## config.mk

```make
export PLATFORM = sky130hd
export DESIGN_NAME = euler_angle_camera_controller
export DESIGN_NICKNAME = d
export VERILOG_FILES = /design/src/eacc_pkg.sv /design/src/eacc_front.sv /design/src/eacc_back.sv /design/src/euler_angle_camera_controller.sv
export SDC_FILE = /design/constraint.sdc
export NUM_CORES = 2
export LEC_CHECK = 0
export BUFFER_PORTS_ARGS = -buffer_cell sky130_fd_sc_hd__buf_2
export CAP_MARGIN = 40
export CELL_PAD_IN_SITES_DETAIL_PLACEMENT = 0
export CELL_PAD_IN_SITES_GLOBAL_PLACEMENT = 1
export CORE_UTILIZATION = 51
export DETAILED_ROUTE_END_ITERATION = 10
export GPL_TIMING_DRIVEN = 0
export MAX_ROUTING_LAYER = met4
export PLACE_DENSITY = 0.91
export SYNTH_ARGS = -nofsm -noshare
export SYNTH_HDL_FRONTEND = slang
export SYNTH_SLANG_ARGS = --single-unit
```

## constraint.sdc

```tcl
create_clock -name clk -period 17.3 [get_ports clk]
set_clock_uncertainty 0.15 [all_clocks]
set_input_delay 3.46 -clock clk [delete_from_list [all_inputs] [get_ports clk]]
set_output_delay 3.46 -clock clk [all_outputs]
set_load 0.005 [all_outputs]
```

## src/eacc_pkg.sv

```systemverilog
package eacc_pkg;

  localparam int unsigned QueueDepthDef = 2;
  localparam int unsigned CfgIdxW = 2;

  // Register indexes on the configuration port.
  localparam logic [CfgIdxW-1:0] REG_MOVE_SPEED = 2'd0;
  localparam logic [CfgIdxW-1:0] REG_LOOK_SENS  = 2'd1;

  localparam logic [15:0] MOVE_SPEED_RST = 16'd7680;
  localparam logic [15:0] LOOK_SENS_RST  = 16'd3277;

  // Move directions.
  localparam logic [1:0] DIR_FORWARD = 2'd0;
  localparam logic [1:0] DIR_BACK    = 2'd1;
  localparam logic [1:0] DIR_LEFT    = 2'd2;
  localparam logic [1:0] DIR_RIGHT   = 2'd3;

  typedef enum logic {CMD_MOVE = 1'b0, CMD_LOOK = 1'b1} cmd_t;

  typedef struct packed {
    cmd_t               kind;
    logic [1:0]         move_dir;
    logic [15:0]        delta_time;
    logic signed [15:0] mouse_dx;
    logic signed [15:0] mouse_dy;
    logic               clamp_pitch;
  } cam_item_t;

  typedef struct packed {
    logic signed [15:0] pitch_out;
    logic signed [15:0] yaw_out;
    logic signed [15:0] up_z;
    logic signed [15:0] up_y;
    logic signed [15:0] up_x;
    logic signed [15:0] front_z;
    logic signed [15:0] front_y;
    logic signed [15:0] front_x;
    logic signed [31:0] pos_z;
    logic signed [31:0] pos_y;
    logic signed [31:0] pos_x;
  } cam_res_t;

  // Divisor and its reciprocal floor(2^32 / d) for the constant divider.
  // Kind 0 is the angle to radian scale, kind 1 the Taylor steps.
  function automatic logic [14:0] div_const(input logic kind, input logic [1:0] k);
    logic [14:0] d;
    d = 15'd23040;
    if (kind) begin
      case (k)
        2'd0: d = 15'd72;
        2'd1: d = 15'd42;
        2'd2: d = 15'd20;
        2'd3: d = 15'd6;
        default: d = 15'd6;
      endcase
    end
    return d;
  endfunction

  function automatic logic [31:0] div_recip(input logic kind, input logic [1:0] k);
    logic [31:0] m;
    m = 32'd186413;
    if (kind) begin
      case (k)
        2'd0: m = 32'd59652323;
        2'd1: m = 32'd102261126;
        2'd2: m = 32'd214748364;
        2'd3: m = 32'd715827882;
        default: m = 32'd715827882;
      endcase
    end
    return m;
  endfunction

endpackage

```

## src/eacc_front.sv

```systemverilog
module eacc_front import eacc_pkg::*; #(
  parameter int unsigned QueueDepth = QueueDepthDef
) (
  input  logic       clk,
  input  logic       rst_n,
  input  logic       in_valid,
  output logic       in_ready,
  input  logic       in_cmd,
  input  logic [55:0] in_data,
  output logic       q_valid,
  input  logic       q_ready,
  output cam_item_t  q_item
);

  localparam int unsigned PtrW = (QueueDepth > 1) ? $clog2(QueueDepth) : 1;
  localparam int unsigned CntW = $clog2(QueueDepth + 1);

  cam_item_t           mem_r [QueueDepth];
  logic [PtrW-1:0]     wr_ptr_r, rd_ptr_r;
  logic [CntW-1:0]     count_r;
  cam_item_t           item;
  logic                push, pop;

  // Classify the word and clear the fields that its kind does not use.
  always_comb begin
    item = '0;
    item.kind = cmd_t'(in_cmd);
    if (in_cmd == CMD_LOOK) begin
      item.mouse_dx    = in_data[33:18];
      item.mouse_dy    = in_data[49:34];
      item.clamp_pitch = in_data[50];
    end else begin
      item.move_dir   = in_data[1:0];
      item.delta_time = in_data[17:2];
    end
  end

  assign in_ready = (count_r != CntW'(QueueDepth));
  assign q_valid  = (count_r != '0);
  assign q_item   = mem_r[rd_ptr_r];
  assign push     = in_valid && in_ready;
  assign pop      = q_valid && q_ready;

  always_ff @(posedge clk) begin
    if (push) begin
      mem_r[wr_ptr_r] <= item;
    end
  end

  always_ff @(posedge clk) begin
    if (!rst_n) begin
      wr_ptr_r <= '0;
      rd_ptr_r <= '0;
      count_r  <= '0;
    end else begin
      if (push) begin
        wr_ptr_r <= (wr_ptr_r == PtrW'(QueueDepth - 1)) ? '0 : wr_ptr_r + 1'b1;
      end
      if (pop) begin
        rd_ptr_r <= (rd_ptr_r == PtrW'(QueueDepth - 1)) ? '0 : rd_ptr_r + 1'b1;
      end
      if (push && !pop) begin
        count_r <= count_r + 1'b1;
      end else if (pop && !push) begin
        count_r <= count_r - 1'b1;
      end
    end
  end

  a_count_max: assert property (@(posedge clk) disable iff (!rst_n)
    count_r <= CntW'(QueueDepth)) else $error("queue count overflow");
  a_push_count: assert property (@(posedge clk) disable iff (!rst_n)
    (push && !pop) |=> (count_r == $past(count_r) + 1'b1)) else $error("push lost");
  a_pop_count: assert property (@(posedge clk) disable iff (!rst_n)
    (pop && !push) |=> (count_r == $past(count_r) - 1'b1)) else $error("pop lost");

endmodule

```

## src/eacc_back.sv

```systemverilog
module eacc_back import eacc_pkg::*; (
  input  logic        clk,
  input  logic        rst_n,
  input  logic [15:0] move_speed,
  input  logic [15:0] look_sens,
  input  logic        q_valid,
  output logic        q_ready,
  input  cam_item_t   q_item,
  output logic        res_valid,
  input  logic        res_ready,
  output cam_res_t    res
);

  typedef enum logic [4:0] {
    S_IDLE, S_MV_SPD, S_MV_LD, S_MV_MUL, S_MV_ACC,
    S_LK_DX, S_LK_DY, S_LK_P, S_W1, S_W2, S_W3,
    S_SN0, S_SN1, S_SN2, S_DV1, S_DV2, S_DV3, S_TSQ, S_TSQ2,
    S_TMUL, S_TMUL2, S_SFIN, S_SFIN2, S_VM, S_VW, S_DONE
  } state_t;

  state_t             state_r;
  cam_item_t          item_r;
  logic signed [65:0] prod_r;
  logic signed [31:0] pos_r [3];
  logic signed [15:0] front_r [3];
  logic signed [15:0] right_r [3];
  logic signed [15:0] up_r [3];
  logic signed [15:0] yaw_r, pitch_r;
  logic signed [15:0] sin_r [4];
  logic [31:0]        speed_r;
  logic [1:0]         idx_r;
  logic signed [24:0] w_r, b_r;
  logic               wsel_r;
  logic [1:0]         sj_r, k_r, vi_r;
  logic [13:0]        x_r;
  logic               neg_r, dkind_r;
  logic [30:0]        th_r, v_r;
  logic [31:0]        th2_r, dn_r, qd_r;

  logic signed [32:0] ma, mb;
  logic signed [65:0] sh9, sh14, sh22;
  logic signed [23:0] dd;
  logic signed [25:0] wv, wm_raw, wm;
  logic signed [13:0] wt;
  logic [13:0]        wu;
  logic signed [8:0]  wq;
  logic signed [15:0] wres;
  logic signed [16:0] sa, su;
  logic [1:0]         sq;
  logic [13:0]        sr, sx;
  logic [14:0]        dv_d;
  logic [31:0]        dv_m;
  logic [32:0]        rr, srnd_sum;
  logic [31:0]        qf;
  logic [16:0]        srnd;
  logic [15:0]        smag;
  logic signed [15:0] sval, r14, va, vb, mvec;
  logic signed [26:0] md, nd;
  logic signed [33:0] psum;
  logic signed [31:0] psat;
  logic               s_pos;

  // Rounded shifts of the shared product.
  assign sh9  = (prod_r + 66'sd256) >>> 9;
  assign sh14 = (prod_r + 66'sd8192) >>> 14;
  assign sh22 = (prod_r + 66'sd2097152) >>> 22;
  assign dd   = sh9[23:0];
  assign r14  = sh14[15:0];
  assign md   = sh22[26:0];

  // Angle wrap into [-23040, 23039]: quotient estimate by reciprocal of 45
  // after dropping ten low bits, then one correction.
  assign wv     = {w_r[24], w_r} + 26'sd23040;
  assign wt     = wv[23:10];
  assign wu     = wt + 14'd4500;
  assign wq     = $signed({1'b0, prod_r[23:16]}) - 9'sd100;
  assign wm_raw = wv - $signed(prod_r[25:0]);
  assign wm     = (wm_raw < 0) ? wm_raw + 26'sd46080 : wm_raw;
  assign wres   = 16'(wm - 26'sd23040);

  // Angle for the current sine: yaw, yaw plus a quarter turn, pitch, pitch
  // plus a quarter turn. Folded into the first quadrant.
  always_comb begin
    case (sj_r)
      2'd0: sa = 17'(yaw_r);
      2'd1: sa = 17'(yaw_r) + 17'sd11520;
      2'd2: sa = 17'(pitch_r);
      2'd3: sa = 17'(pitch_r) + 17'sd11520;
      default: sa = 17'(yaw_r);
    endcase
    su = (sa < 0) ? sa + 17'sd46080 : sa;
    if (su >= 17'sd34560) begin
      sq = 2'd3;
      sr = 14'(su - 17'sd34560);
    end else if (su >= 17'sd23040) begin
      sq = 2'd2;
      sr = 14'(su - 17'sd23040);
    end else if (su >= 17'sd11520) begin
      sq = 2'd1;
      sr = 14'(su - 17'sd11520);
    end else begin
      sq = 2'd0;
      sr = su[13:0];
    end
    sx = sq[0] ? 14'd11520 - sr : sr;
  end

  assign dv_d     = div_const(dkind_r, k_r);
  assign dv_m     = div_recip(dkind_r, k_r);
  assign rr       = {1'b0, dn_r} - {1'b0, prod_r[31:0]};
  assign qf       = (rr >= {18'd0, dv_d}) ? qd_r + 32'd1 : qd_r;
  assign srnd_sum = {1'b0, prod_r[61:30]} + 33'd32768;
  assign srnd     = srnd_sum[32:16];
  assign smag     = (srnd > 17'd16384) ? 16'd16384 : srnd[15:0];
  assign sval     = neg_r ? -$signed(smag) : $signed(smag);

  // A move goes along front for forward or back and along right otherwise.
  assign mvec = (item_r.move_dir == DIR_FORWARD || item_r.move_dir == DIR_BACK) ?
                front_r[idx_r] : right_r[idx_r];
  assign nd   = (item_r.move_dir == DIR_BACK || item_r.move_dir == DIR_LEFT) ? -md : md;
  assign psum = 34'(pos_r[idx_r]) + 34'(nd);
  assign psat = (psum > 34'sd2147483647) ? 32'sh7fffffff :
                (psum < -34'sd2147483648) ? 32'sh80000000 : psum[31:0];

  assign s_pos = (pitch_r >= -16'sd11520) && (pitch_r <= 16'sd11520);

  always_comb begin
    case (vi_r)
      2'd0: begin va = sin_r[1]; vb = sin_r[3]; end
      2'd1: begin va = sin_r[0]; vb = sin_r[3]; end
      2'd2: begin va = sin_r[1]; vb = sin_r[2]; end
      default: begin va = sin_r[0]; vb = sin_r[2]; end
    endcase
  end

  // Operand selection for the one shared multiplier.
  always_comb begin
    ma = '0;
    mb = '0;
    case (state_r)
      S_MV_SPD: begin ma = {17'd0, move_speed}; mb = {17'd0, item_r.delta_time}; end
      S_MV_MUL: begin ma = 33'(mvec); mb = {1'b0, speed_r}; end
      S_LK_DX:  begin ma = 33'(item_r.mouse_dx); mb = {17'd0, look_sens}; end
      S_LK_DY:  begin ma = 33'(item_r.mouse_dy); mb = {17'd0, look_sens}; end
      S_W1:     begin ma = {19'd0, wu}; mb = 33'sd1457; end
      S_W2:     begin ma = 33'(wq); mb = 33'sd46080; end
      S_SN0:    begin ma = {19'd0, sx}; mb = 33'sd19106; end
      S_SN1:    begin ma = {19'd0, x_r}; mb = 33'sd146408; end
      S_DV1:    begin ma = {1'b0, dn_r}; mb = {1'b0, dv_m}; end
      S_DV2:    begin ma = {1'b0, prod_r[63:32]}; mb = {18'd0, dv_d}; end
      S_TSQ:    begin ma = {2'b0, th_r}; mb = {2'b0, th_r}; end
      S_TMUL:   begin ma = {1'b0, th2_r}; mb = {2'b0, v_r}; end
      S_SFIN:   begin ma = {2'b0, th_r}; mb = {2'b0, v_r}; end
      S_VM:     begin ma = 33'(va); mb = 33'(vb); end
      default:  begin ma = '0; mb = '0; end
    endcase
  end

  assign q_ready   = (state_r == S_IDLE);
  assign res_valid = (state_r == S_DONE);

  always_comb begin
    res.pos_x     = pos_r[0];
    res.pos_y     = pos_r[1];
    res.pos_z     = pos_r[2];
    res.front_x   = front_r[0];
    res.front_y   = front_r[1];
    res.front_z   = front_r[2];
    res.up_x      = up_r[0];
    res.up_y      = up_r[1];
    res.up_z      = up_r[2];
    res.yaw_out   = yaw_r;
    res.pitch_out = pitch_r;
  end

  always_ff @(posedge clk) begin
    prod_r <= ma * mb;
    if (!rst_n) begin
      state_r    <= S_IDLE;
      pos_r[0]   <= 32'sd0;
      pos_r[1]   <= 32'sd327680;
      pos_r[2]   <= 32'sd524288;
      yaw_r      <= -16'sd11520;
      pitch_r    <= -16'sd640;
      front_r[0] <= 16'sd0;
      front_r[1] <= -16'sd1428;
      front_r[2] <= -16'sd16322;
      right_r[0] <= 16'sd16384;
      right_r[1] <= 16'sd0;
      right_r[2] <= 16'sd0;
      up_r[0]    <= 16'sd0;
      up_r[1]    <= 16'sd16322;
      up_r[2]    <= -16'sd1428;
    end else begin
      case (state_r)
        S_IDLE: begin
          if (q_valid) begin
            item_r  <= q_item;
            state_r <= (q_item.kind == CMD_LOOK) ? S_LK_DX : S_MV_SPD;
          end
        end
        S_MV_SPD: state_r <= S_MV_LD;
        S_MV_LD: begin
          speed_r <= prod_r[31:0];
          idx_r   <= 2'd0;
          state_r <= S_MV_MUL;
        end
        S_MV_MUL: state_r <= S_MV_ACC;
        S_MV_ACC: begin
          pos_r[idx_r] <= psat;
          idx_r        <= idx_r + 2'd1;
          state_r      <= (idx_r == 2'd2) ? S_DONE : S_MV_MUL;
        end
        S_LK_DX: state_r <= S_LK_DY;
        S_LK_DY: begin
          w_r     <= 25'(yaw_r) + 25'(dd);
          wsel_r  <= 1'b0;
          state_r <= S_LK_P;
        end
        S_LK_P: begin
          b_r     <= 25'(pitch_r) + 25'(dd);
          state_r <= S_W1;
        end
        S_W1: state_r <= S_W2;
        S_W2: state_r <= S_W3;
        S_W3: begin
          sj_r <= 2'd0;
          if (!wsel_r) begin
            yaw_r <= wres;
            if (item_r.clamp_pitch) begin
              if (b_r > 25'sd11392) begin
                pitch_r <= 16'sd11392;
              end else if (b_r < -25'sd11392) begin
                pitch_r <= -16'sd11392;
              end else begin
                pitch_r <= b_r[15:0];
              end
              state_r <= S_SN0;
            end else begin
              w_r     <= b_r;
              wsel_r  <= 1'b1;
              state_r <= S_W1;
            end
          end else begin
            pitch_r <= wres;
            state_r <= S_SN0;
          end
        end
        S_SN0: begin
          x_r     <= sx;
          neg_r   <= sq[1];
          state_r <= S_SN1;
        end
        S_SN1: begin
          dn_r    <= prod_r[31:0] + 32'd11520;
          state_r <= S_SN2;
        end
        S_SN2: begin
          th_r    <= prod_r[30:0];
          dkind_r <= 1'b0;
          state_r <= S_DV1;
        end
        S_DV1: state_r <= S_DV2;
        S_DV2: begin
          qd_r    <= prod_r[63:32];
          state_r <= S_DV3;
        end
        S_DV3: begin
          if (!dkind_r) begin
            th_r    <= th_r + qf[30:0];
            state_r <= S_TSQ;
          end else begin
            v_r     <= 31'h40000000 - qf[30:0];
            k_r     <= k_r + 2'd1;
            state_r <= (k_r == 2'd3) ? S_SFIN : S_TMUL;
          end
        end
        S_TSQ: state_r <= S_TSQ2;
        S_TSQ2: begin
          th2_r   <= prod_r[61:30];
          v_r     <= 31'h40000000;
          k_r     <= 2'd0;
          dkind_r <= 1'b1;
          state_r <= S_TMUL;
        end
        S_TMUL: state_r <= S_TMUL2;
        S_TMUL2: begin
          dn_r    <= prod_r[61:30];
          state_r <= S_DV1;
        end
        S_SFIN: state_r <= S_SFIN2;
        S_SFIN2: begin
          sin_r[sj_r] <= sval;
          sj_r        <= sj_r + 2'd1;
          vi_r        <= 2'd0;
          state_r     <= (sj_r == 2'd3) ? S_VM : S_SN0;
        end
        S_VM: state_r <= S_VW;
        S_VW: begin
          case (vi_r)
            2'd0: front_r[0] <= r14;
            2'd1: front_r[2] <= r14;
            2'd2: up_r[0] <= s_pos ? -r14 : r14;
            default: begin
              up_r[2]    <= s_pos ? -r14 : r14;
              front_r[1] <= sin_r[2];
              up_r[1]    <= s_pos ? sin_r[3] : -sin_r[3];
              right_r[0] <= s_pos ? -sin_r[0] : sin_r[0];
              right_r[1] <= 16'sd0;
              right_r[2] <= s_pos ? sin_r[1] : -sin_r[1];
            end
          endcase
          vi_r    <= vi_r + 2'd1;
          state_r <= (vi_r == 2'd3) ? S_DONE : S_VM;
        end
        S_DONE: begin
          if (res_ready) begin
            state_r <= S_IDLE;
          end
        end
        default: state_r <= S_IDLE;
      endcase
    end
  end

  a_yaw_range: assert property (@(posedge clk) disable iff (!rst_n)
    (state_r == S_IDLE) |-> (yaw_r >= -16'sd23040 && yaw_r <= 16'sd23039))
    else $error("yaw out of range");
  a_pitch_range: assert property (@(posedge clk) disable iff (!rst_n)
    (state_r == S_IDLE) |-> (pitch_r >= -16'sd23040 && pitch_r <= 16'sd23039))
    else $error("pitch out of range");
  a_unit_y: assert property (@(posedge clk) disable iff (!rst_n)
    (front_r[1] >= -16'sd16384 && front_r[1] <= 16'sd16384))
    else $error("front y beyond unit");
  a_done_release: assert property (@(posedge clk) disable iff (!rst_n)
    (res_valid && res_ready) |=> (state_r == S_IDLE)) else $error("result not released");

endmodule

```

## src/euler_angle_camera_controller.sv

```systemverilog
// A move word computes its speed product, then one multiply and accumulate per axis.
// A look word scales both mouse deltas, wraps the angles and evaluates four sines on the
// shared multiplier, which takes most of its time; pitch clamping skips the pitch wrap.
// The sequencer takes one word at a time and no new one until its result is released;
// a queue of QueueDepth words in front of it keeps accepting meanwhile.
// Reset (rst_n low, synchronous) restores the camera pose and both config registers.
module euler_angle_camera_controller import eacc_pkg::*; #(
  parameter int unsigned QueueDepth = QueueDepthDef
) (
  input  logic               clk,
  input  logic               rst_n,
  input  logic               in_tvalid,
  output logic               in_tready,
  // bit 0: command
  input  logic               in_tuser,
  // move_dir [1:0], delta_time [17:2], mouse_dx [33:18], mouse_dy [49:34],
  // clamp_pitch [50], zero fill above
  input  logic [55:0]        in_tdata,
  output logic               out_tvalid,
  input  logic               out_tready,
  // pos_x, pos_y, pos_z (32 bits each), then front_x, front_y, front_z,
  // up_x, up_y, up_z, yaw_out, pitch_out (16 bits each), from bit 0 up
  output logic [223:0]       out_tdata,
  input  logic               cfg_valid,
  output logic               cfg_ready,
  input  logic [CfgIdxW-1:0] cfg_index,
  input  logic [15:0]        cfg_data
);

  logic [15:0] move_speed_r, look_sens_r;
  logic        q_valid, q_ready, res_valid, res_ready;
  cam_item_t   q_item;
  cam_res_t    res, out_r;
  logic        out_valid_r;

  // Configuration is always taken; unknown indexes are dropped.
  assign cfg_ready = 1'b1;

  always_ff @(posedge clk) begin
    if (!rst_n) begin
      move_speed_r <= MOVE_SPEED_RST;
      look_sens_r  <= LOOK_SENS_RST;
    end else if (cfg_valid) begin
      if (cfg_index == REG_MOVE_SPEED) begin
        move_speed_r <= cfg_data;
      end else if (cfg_index == REG_LOOK_SENS) begin
        look_sens_r <= cfg_data;
      end
    end
  end

  // The front end classifies incoming words and queues them.
  eacc_front #(.QueueDepth(QueueDepth)) u_front (
    .clk      (clk),
    .rst_n    (rst_n),
    .in_valid (in_tvalid),
    .in_ready (in_tready),
    .in_cmd   (in_tuser),
    .in_data  (in_tdata),
    .q_valid  (q_valid),
    .q_ready  (q_ready),
    .q_item   (q_item)
  );

  // The back end holds the camera state and runs one word at a time.
  eacc_back u_back (
    .clk        (clk),
    .rst_n      (rst_n),
    .move_speed (move_speed_r),
    .look_sens  (look_sens_r),
    .q_valid    (q_valid),
    .q_ready    (q_ready),
    .q_item     (q_item),
    .res_valid  (res_valid),
    .res_ready  (res_ready),
    .res        (res)
  );

  // Output register: the sequencer is released as soon as its result is captured.
  assign res_ready = !out_valid_r || out_tready;

  always_ff @(posedge clk) begin
    if (res_valid && res_ready) begin
      out_r <= res;
    end
  end

  always_ff @(posedge clk) begin
    if (!rst_n) begin
      out_valid_r <= 1'b0;
    end else if (res_ready) begin
      out_valid_r <= res_valid;
    end
  end

  assign out_tvalid = out_valid_r;
  assign out_tdata  = out_r;

endmodule
```

* After elaboration in Yosys (flattened, before gate mapping)
Memories as Yosys holds them, arrays and structs flattened. A register that Yosys moved wholly into a read port is not among the register bits. Index checks and enable logic that the tools add are counted.
Storage, ports and cells: latch bits 0, input bits 80, output and inout bits 227, logic and storage cells 315, register bits 485, memories 6, bits in writable memories 408, bits in read-only memories 0
Cells by class: shift operators 0, order comparisons 13, eq/ne operators 45, bitwise gates (word level) 11, multipliers 1, reductions and logical operators 58, divide/modulo/power cells 0, add/subtract/negate cells 39, mux-type cells 109
Memory list:
- u_front.mem_r | depth 2, bits a word 52, read ports 1, clocked after memory_dff 1, wr ports 1, RTL line eacc_front.sv:18 | cam_item_t mem_r [QueueDepth];
- u_back.pos_r | depth 3, bits a word 32, read ports 4, clocked after memory_dff 4, wr ports 3, RTL line eacc_back.sv:24 | logic signed [31:0] pos_r [3];
- u_back.sin_r | depth 4, bits a word 16, read ports 4, clocked after memory_dff 0, wr ports 1, RTL line eacc_back.sv:29 | logic signed [15:0] sin_r [4];
- u_back.front_r | depth 3, bits a word 16, read ports 4, clocked after memory_dff 4, wr ports 3, RTL line eacc_back.sv:25 | logic signed [15:0] front_r [3];
- u_back.right_r | depth 3, bits a word 16, read ports 1, clocked after memory_dff 1, wr ports 3, RTL line eacc_back.sv:26 | logic signed [15:0] right_r [3];
- u_back.up_r | depth 3, bits a word 16, read ports 3, clocked after memory_dff 3, wr ports 3, RTL line eacc_back.sv:27 | logic signed [15:0] up_r [3];
Operator list (number):
- $pmux 33 s13 | 1
- $pmux 33 s12 | 1
- $mux 16 | 23
- $mux 32 | 4
- $pmux 32 s4 | 1
- $pmux 5 s25 | 1
- $pmux 31 s2 | 2
- $mux 31 | 3
- $neg 16->16 | 5
- $pmux 17 s4 | 1
- $mul 33x33->64 | 1
- $pmux 32 s2 | 1
- $pmux 15 s4 | 1
- $mux 14 | 4
- $add 16x24->25 | 2
- $eq 5x5->1 const B | 10
- $mux 25 | 2
- $pmux 25 s2 | 1
- $add 49x23->49 const B | 1
- $eq 5x4->1 const B | 8
- $mux 1 | 35
- $add 16x15->17 const B | 2
- $gt 34x32->1 const B | 1
- $lt 34x32->1 const B | 1
- other kinds (66) | 164

* Longest topological paths before layout
word-level depth 12, mapped depth 54, depth with buffers taken out 51

* By module
Synthesis repeated with hierarchy kept, for this count alone.
Second synthesis, totals: cell total of the unflattened synthesis 9441, area total of the unflattened synthesis 95496.6 µm²
By module, submodules not included:
- eacc_back | times used 1, sequential area each 21130.3 µm², cells an instance 8835, area each 83087.2 µm²
- euler_angle_camera_controller | times used 1, sequential area each 7387.1 µm², cells an instance 364, area each 8090.3 µm²
- eacc_front | times used 1, sequential area each 3223.1 µm², cells an instance 242, area each 4319.1 µm²

* Worst setup path after synthesis
No wires, ideal clock.
kind input -> register, start input port out_tready, end register, netlist name out_tdata[0], data required time 16312 ps, cell stages on the path 2, setup time 838 ps, slack 2894 ps, arrival 13419 ps, path buffers 0, cells stage by stage nand2b_1 nor2b_1
Between the ends: longest elaborated chain between the ends 2
RTL lines:
- start: declaration | RTL line euler_angle_camera_controller.sv:20 | input logic out_tready,
- $logic_or 1x1->1 | RTL line euler_angle_camera_controller.sv:80 | assign res_ready = !out_valid_r || out_tready;
- $logic_and 1x1->1 | RTL line euler_angle_camera_controller.sv:83 | if (res_valid && res_ready) begin
Every way passes these cells. A chain may end at the register's enable or synchronous reset.

* Worst setup path after layout
start register u_back.sj_r[1], end register u_back.prod_r[57]
Between the ends: longest elaborated chain between the ends 12, elaborated cells on any way between the ends 24, those cells by class 5 x add/sub; 1 x mul; 4 x order compare; 3 x eq/ne; 10 x mux; 1 x reduce/logical
RTL lines:
- start: declaration | RTL line eacc_back.sv:34 | logic [1:0] sj_r, k_r, vi_r;
- start signal: assignment | RTL line eacc_back.sv:294 | sj_r <= sj_r + 2'd1;
- $eq 2x2->1, or another cell as far along | RTL line eacc_back.sv:84 | case (sj_r)
- $pmux 17 s4 * | RTL line eacc_back.sv:84
- $add 17x17->17 or $lt 17x1->1 (tied branches) | RTL line eacc_back.sv:91 | su = (sa < 0) ? sa + 17'sd46080 : sa;
- $mux 17 * | RTL line eacc_back.sv:91
- $sub 14x14->14 or $ge 17x15->1 (tied branches) | RTL line eacc_back.sv:100, eacc_back.sv:98
- $mux 14 | RTL line eacc_back.sv:98 | end else if (su >= 17'sd11520) begin
- $mux 14 | RTL line eacc_back.sv:95 | end else if (su >= 17'sd23040) begin
- $mux 14 | RTL line eacc_back.sv:92 | if (su >= 17'sd34560) begin
- $sub 14x14->14 | RTL line eacc_back.sv:105 | sx = sq[0] ? 14'd11520 - sr : sr;
- $mux 14 * | RTL line eacc_back.sv:105
- named net u_back.sx[9] | RTL line eacc_back.sv:50 | logic [13:0] sr, sx;
- $pmux 33 s13 * | RTL line eacc_back.sv:140 | case (state_r)
- $mul 33x33->64 * | RTL line eacc_back.sv:177 | prod_r <= ma * mb;
- end signal: assignment | RTL line eacc_back.sv:177
- end: declaration | RTL line eacc_back.sv:23 | logic signed [65:0] prod_r;
Mark *: on every way through the listed nets, which the timed path passes. The rest lies on a longest branch.

==> flow_metrics.py <==
metrics = {
    "outcome": {
        "status": "finished, final reports clean",
    },
    "synthesis": {
        "ys_async_sr_fraction_pct": 0,
        "ys_seq_area_share_pct": 33.3,
        "ys_top_cells_by_area": "edfxtp_1 (30%), fa_1 (24%), ha_1 (5.8%), nand2_1 (5.2%), inv_1 (5.2%)",
        "ys_types": 112,
        "yosysTopAreaCellShare_pct": 30.3,
        "synth_top_family_by_area": "adder cells",
        "synth_top_cell_by_area": "edfxtp_1",
        "synthAdderAreaFrac_pct": 29.6,
        "synthSimpleGateAreaFrac_pct": 14.2,
        "synth_flop_cell": "edfxtp_1",
        "syn_area_per_cell_um2": 10.1,
        "syn_nets": 11095,
        "ys_warn_count": 0,
        "synthCells": 9442,
        "synth_mux_area_share_pct": 2.22,
        "syn_area_um2": 95300,
        "synth-edff-count": 963,
        "ys_ff_latch": 1104,
        "synth_compound_area_share_pct": 9.38,
        "synth-xor-area-share_pct": 4.39,
    },
    "sta": {
        "setup_tns_ps": 0,
        "rsz0062_at_grt": "false",
        "fin_crit_sh_pct": 96.8,
        "hold_viol": 0,
        "drv_slew": 0,
        "clock.fmax_ghz": 0.0597,
        "final-setup-viol-count": 0,
        "period_minus_slack_ps": 16750,
        "relSlewSlack_pct": 22.2,
        "tightest_slew_ps": 1170,
    },
    "final_layout": {
        "regArea_um2": 31700,
        "multiInputGateArea_um2": 57100,
        "utilization_pct": 57.5,
        "post_route_cells_drive_above_1_share_pct": 9.30,
        "syn_to_final_growth_pct": 11.9,
        "final_cell_mix": "inv_1 (1,323), nand2_1 (1,321), fa_1 (1,131)",
        "fin_cells": 12678,
        "final_common_cell": "inv_1",
        "nFillCells": 16067,
        "fin_nets": 11723,
    },
    "clocking": {
        "clock_path_buffers": 3,
        "cts-root-buf": "clkbuf_16",
        "clk_pin_slew_worst_paths_ps": 70,
        "cts_tree": "done",
        "cts-htree-levels": 3,
        "cts_hold_buf": 0,
        "cts_made_buffers": 115,
        "cts_sinks": 1104,
        "insertion_delay_ps": 810,
    },
    "setup_path": {
        "cp_slowest_stage_delay_ps": 780,
        "critPathLaunchType": "flop",
        "crit_required_ps": 17770,
        "cp-end-kind": "flop",
        "critPathArrivalTime_ps": 17220,
        "cpMostUsedCell": "fa_1",
        "path_max_fanout": 11,
        "path_class": "reg2reg",
        "cpMaxStageDelayCell": "a221o_1",
    },
    "floorplanning": {
        "start_util_pct": 51.4,
        "die-area_um2": 189000,
        "die_h_um": 434,
        "die_w_um": 434,
        "row_count": 158,
        "core_region_area_um2": 185000,
        "io_pins": 307,
    },
    "detailed_routing": {
        "detail_route.vias_per_cell": 6.16,
        "routedWlPerCell_um": 31.0,
        "top_layer": "met4",
        "dr_wl_met3_um": 51600,
        "final_antenna_net_count": 0,
        "route.detailed.drc": 0,
        "dr.pass1.iters": 8,
        "dr_total_vias": 78099,
        "dr.first_iter.drc_count": 9919,
        "drt-met1-wl_um": 155000,
        "wl_met2_um": 165000,
        "drt_wl_total_um": 393000,
    },
    "job": {
        "drv_cap": 0,
    },
    "global_routing": {
        "antenna_found_initial": 31,
        "groute.usage.overall_pct": 43.0,
        "grt-ovfl-total": 0,
        "grt_first_pass_wirelength_um": 553000,
        "grt_pass1_vias": 76263,
        "grt_max_degree": 50,
    },
    "pwr": {
        "ir_worst_vdd_uv": 107,
        "p_leak_nw": 45.6,
        "powerDensity_nw_per_um2": 117,
    },
    "place": {
        "hpwlAfterDp_um": 327000,
        "numPortBuffers": 300,
        "place_inst": 12420,
        "routabilityCongestion": 1.09,
    },
    "min_path": {
        "hold_class": "reg2reg",
    },
}
==> cells in the mapped netlist, drive strengths merged (55+ instances only) <==
library cell,count
edfxtp,963
mux2i,55
xnor2,299
nand2,1325
a21oi,429
dfxtp,141
o21ai,253
nand3,199
nor2b,76
ha,442
clkbuf,381
a31oi,70
fa,1131
xor2,177
a21o,101
inv,1325
nand4,61
a22oi,84
and3,67
nand2b,58
and2,151
nor3,119
mux2,75
nor2,729
==> flip-flops by register name, indices dropped and copies added (netlist names), 48 cells and up, named ones only <==
| register | flops |
|---|---|
| u_back.sin_r | 64 |
| u_back.prod_r | 64 |
| u_back.pos_r | 128 |
| u_front.mem_r | 104 |
| u_back.up_r | 48 |
| u_back.item_r | 51 |
| out_tdata | 224 |
| u_back.front_r | 48 |
==> report_power, final <==
part	internal [W]	switching [W]	leakage (nW)	total [W]
Clock	0.00144	0.00116	1.87	0.00261
Combinational	0.00201	0.00449	33.6	0.00651
Sequential	0.00322	0.000168	10.2	0.00339
Total	0.00668	0.00583	45.6	0.0125
==> path summary, 6_finish.rpt <==
check	cells after the start	slack [ps]	from	endpoint
max	50	550	u_back.sj_r[1]	u_back.prod_r[57]
min	0	260	u_back.up_r[0][43]	out_tdata[187]
max reg2reg	50	550	u_back.sj_r[1]	u_back.prod_r[57]
min reg2reg	0	260	u_back.up_r[0][43]	out_tdata[187]
==> kinds of logic (layout without fill, tap and decap cells) <==
kind of cell	Yosys count	after routing
flops	1104	1104
simple gates	3003	3003
buf+inv	1756	2482
mux	162	162
xor+xnor	476	476
other cells	1	31
fa+ha+maj	1573	1573
compound gates	1367	1367
==> per-layer routing <==
metal | track usage (%) | up-vias
met5 | - | -
met1 | 57.3 | 39264
met3 | 13.0 | 970
li1 | - | 32614
met2 | 60.5 | 5251
met4 | 18.8 | 0
==> layout make-up <==
cell class	count	area share, %
Buffer	430	1.56
Clock inverter	74	0.811
Antenna cell	30	0.0704
Clock buffer	141	2.85
Inverter	1326	4.67
Multi-Input combinational cell	6582	53.6
Sequential cell	1104	29.8
Timing Repair Buffer	511	3.82
Tap cell	2480	2.91
==> critical path: cells and delay by family (launching register included) <==
| kind | cells | cell delay (ps) |
|---|---|---|
| multiplexers | 2 | 730 |
| adder cells (fa/ha/maj) | 12 | 5470 |
| flip-flops | 1 | 490 |
| AO/OA/AOI/OAI | 21 | 6460 |
| AND/OR/NAND/NOR | 6 | 1090 |
| XOR/XNOR | 1 | 390 |
| buffers and inverters | 8 | 1760 |
==> what timing repair did <==
| action | CTS | global route |
|---|---|---|
| gates resized for setup | 0 | 7 |
| setup endpoints to repair | 0 | 16 |
| hold endpoints to repair | 0 | 0 |
| setup buffers | 0 | 1 |
==> metrics by stage <==
step	total power, W	instance area [µm²]	setup slack [ps]	hold WS (ps)
final	0.0125	107000	551	263
after global routing	0.0130	107000	125	274
after CTS	0.0123	106000	316	264
after detailed placement	0.00965	103000	408	255
after global placement	0.00934	99900	-433	253
after floorplan	0.00709	95300	2890	250
Power figures use the tool's default switching activity.
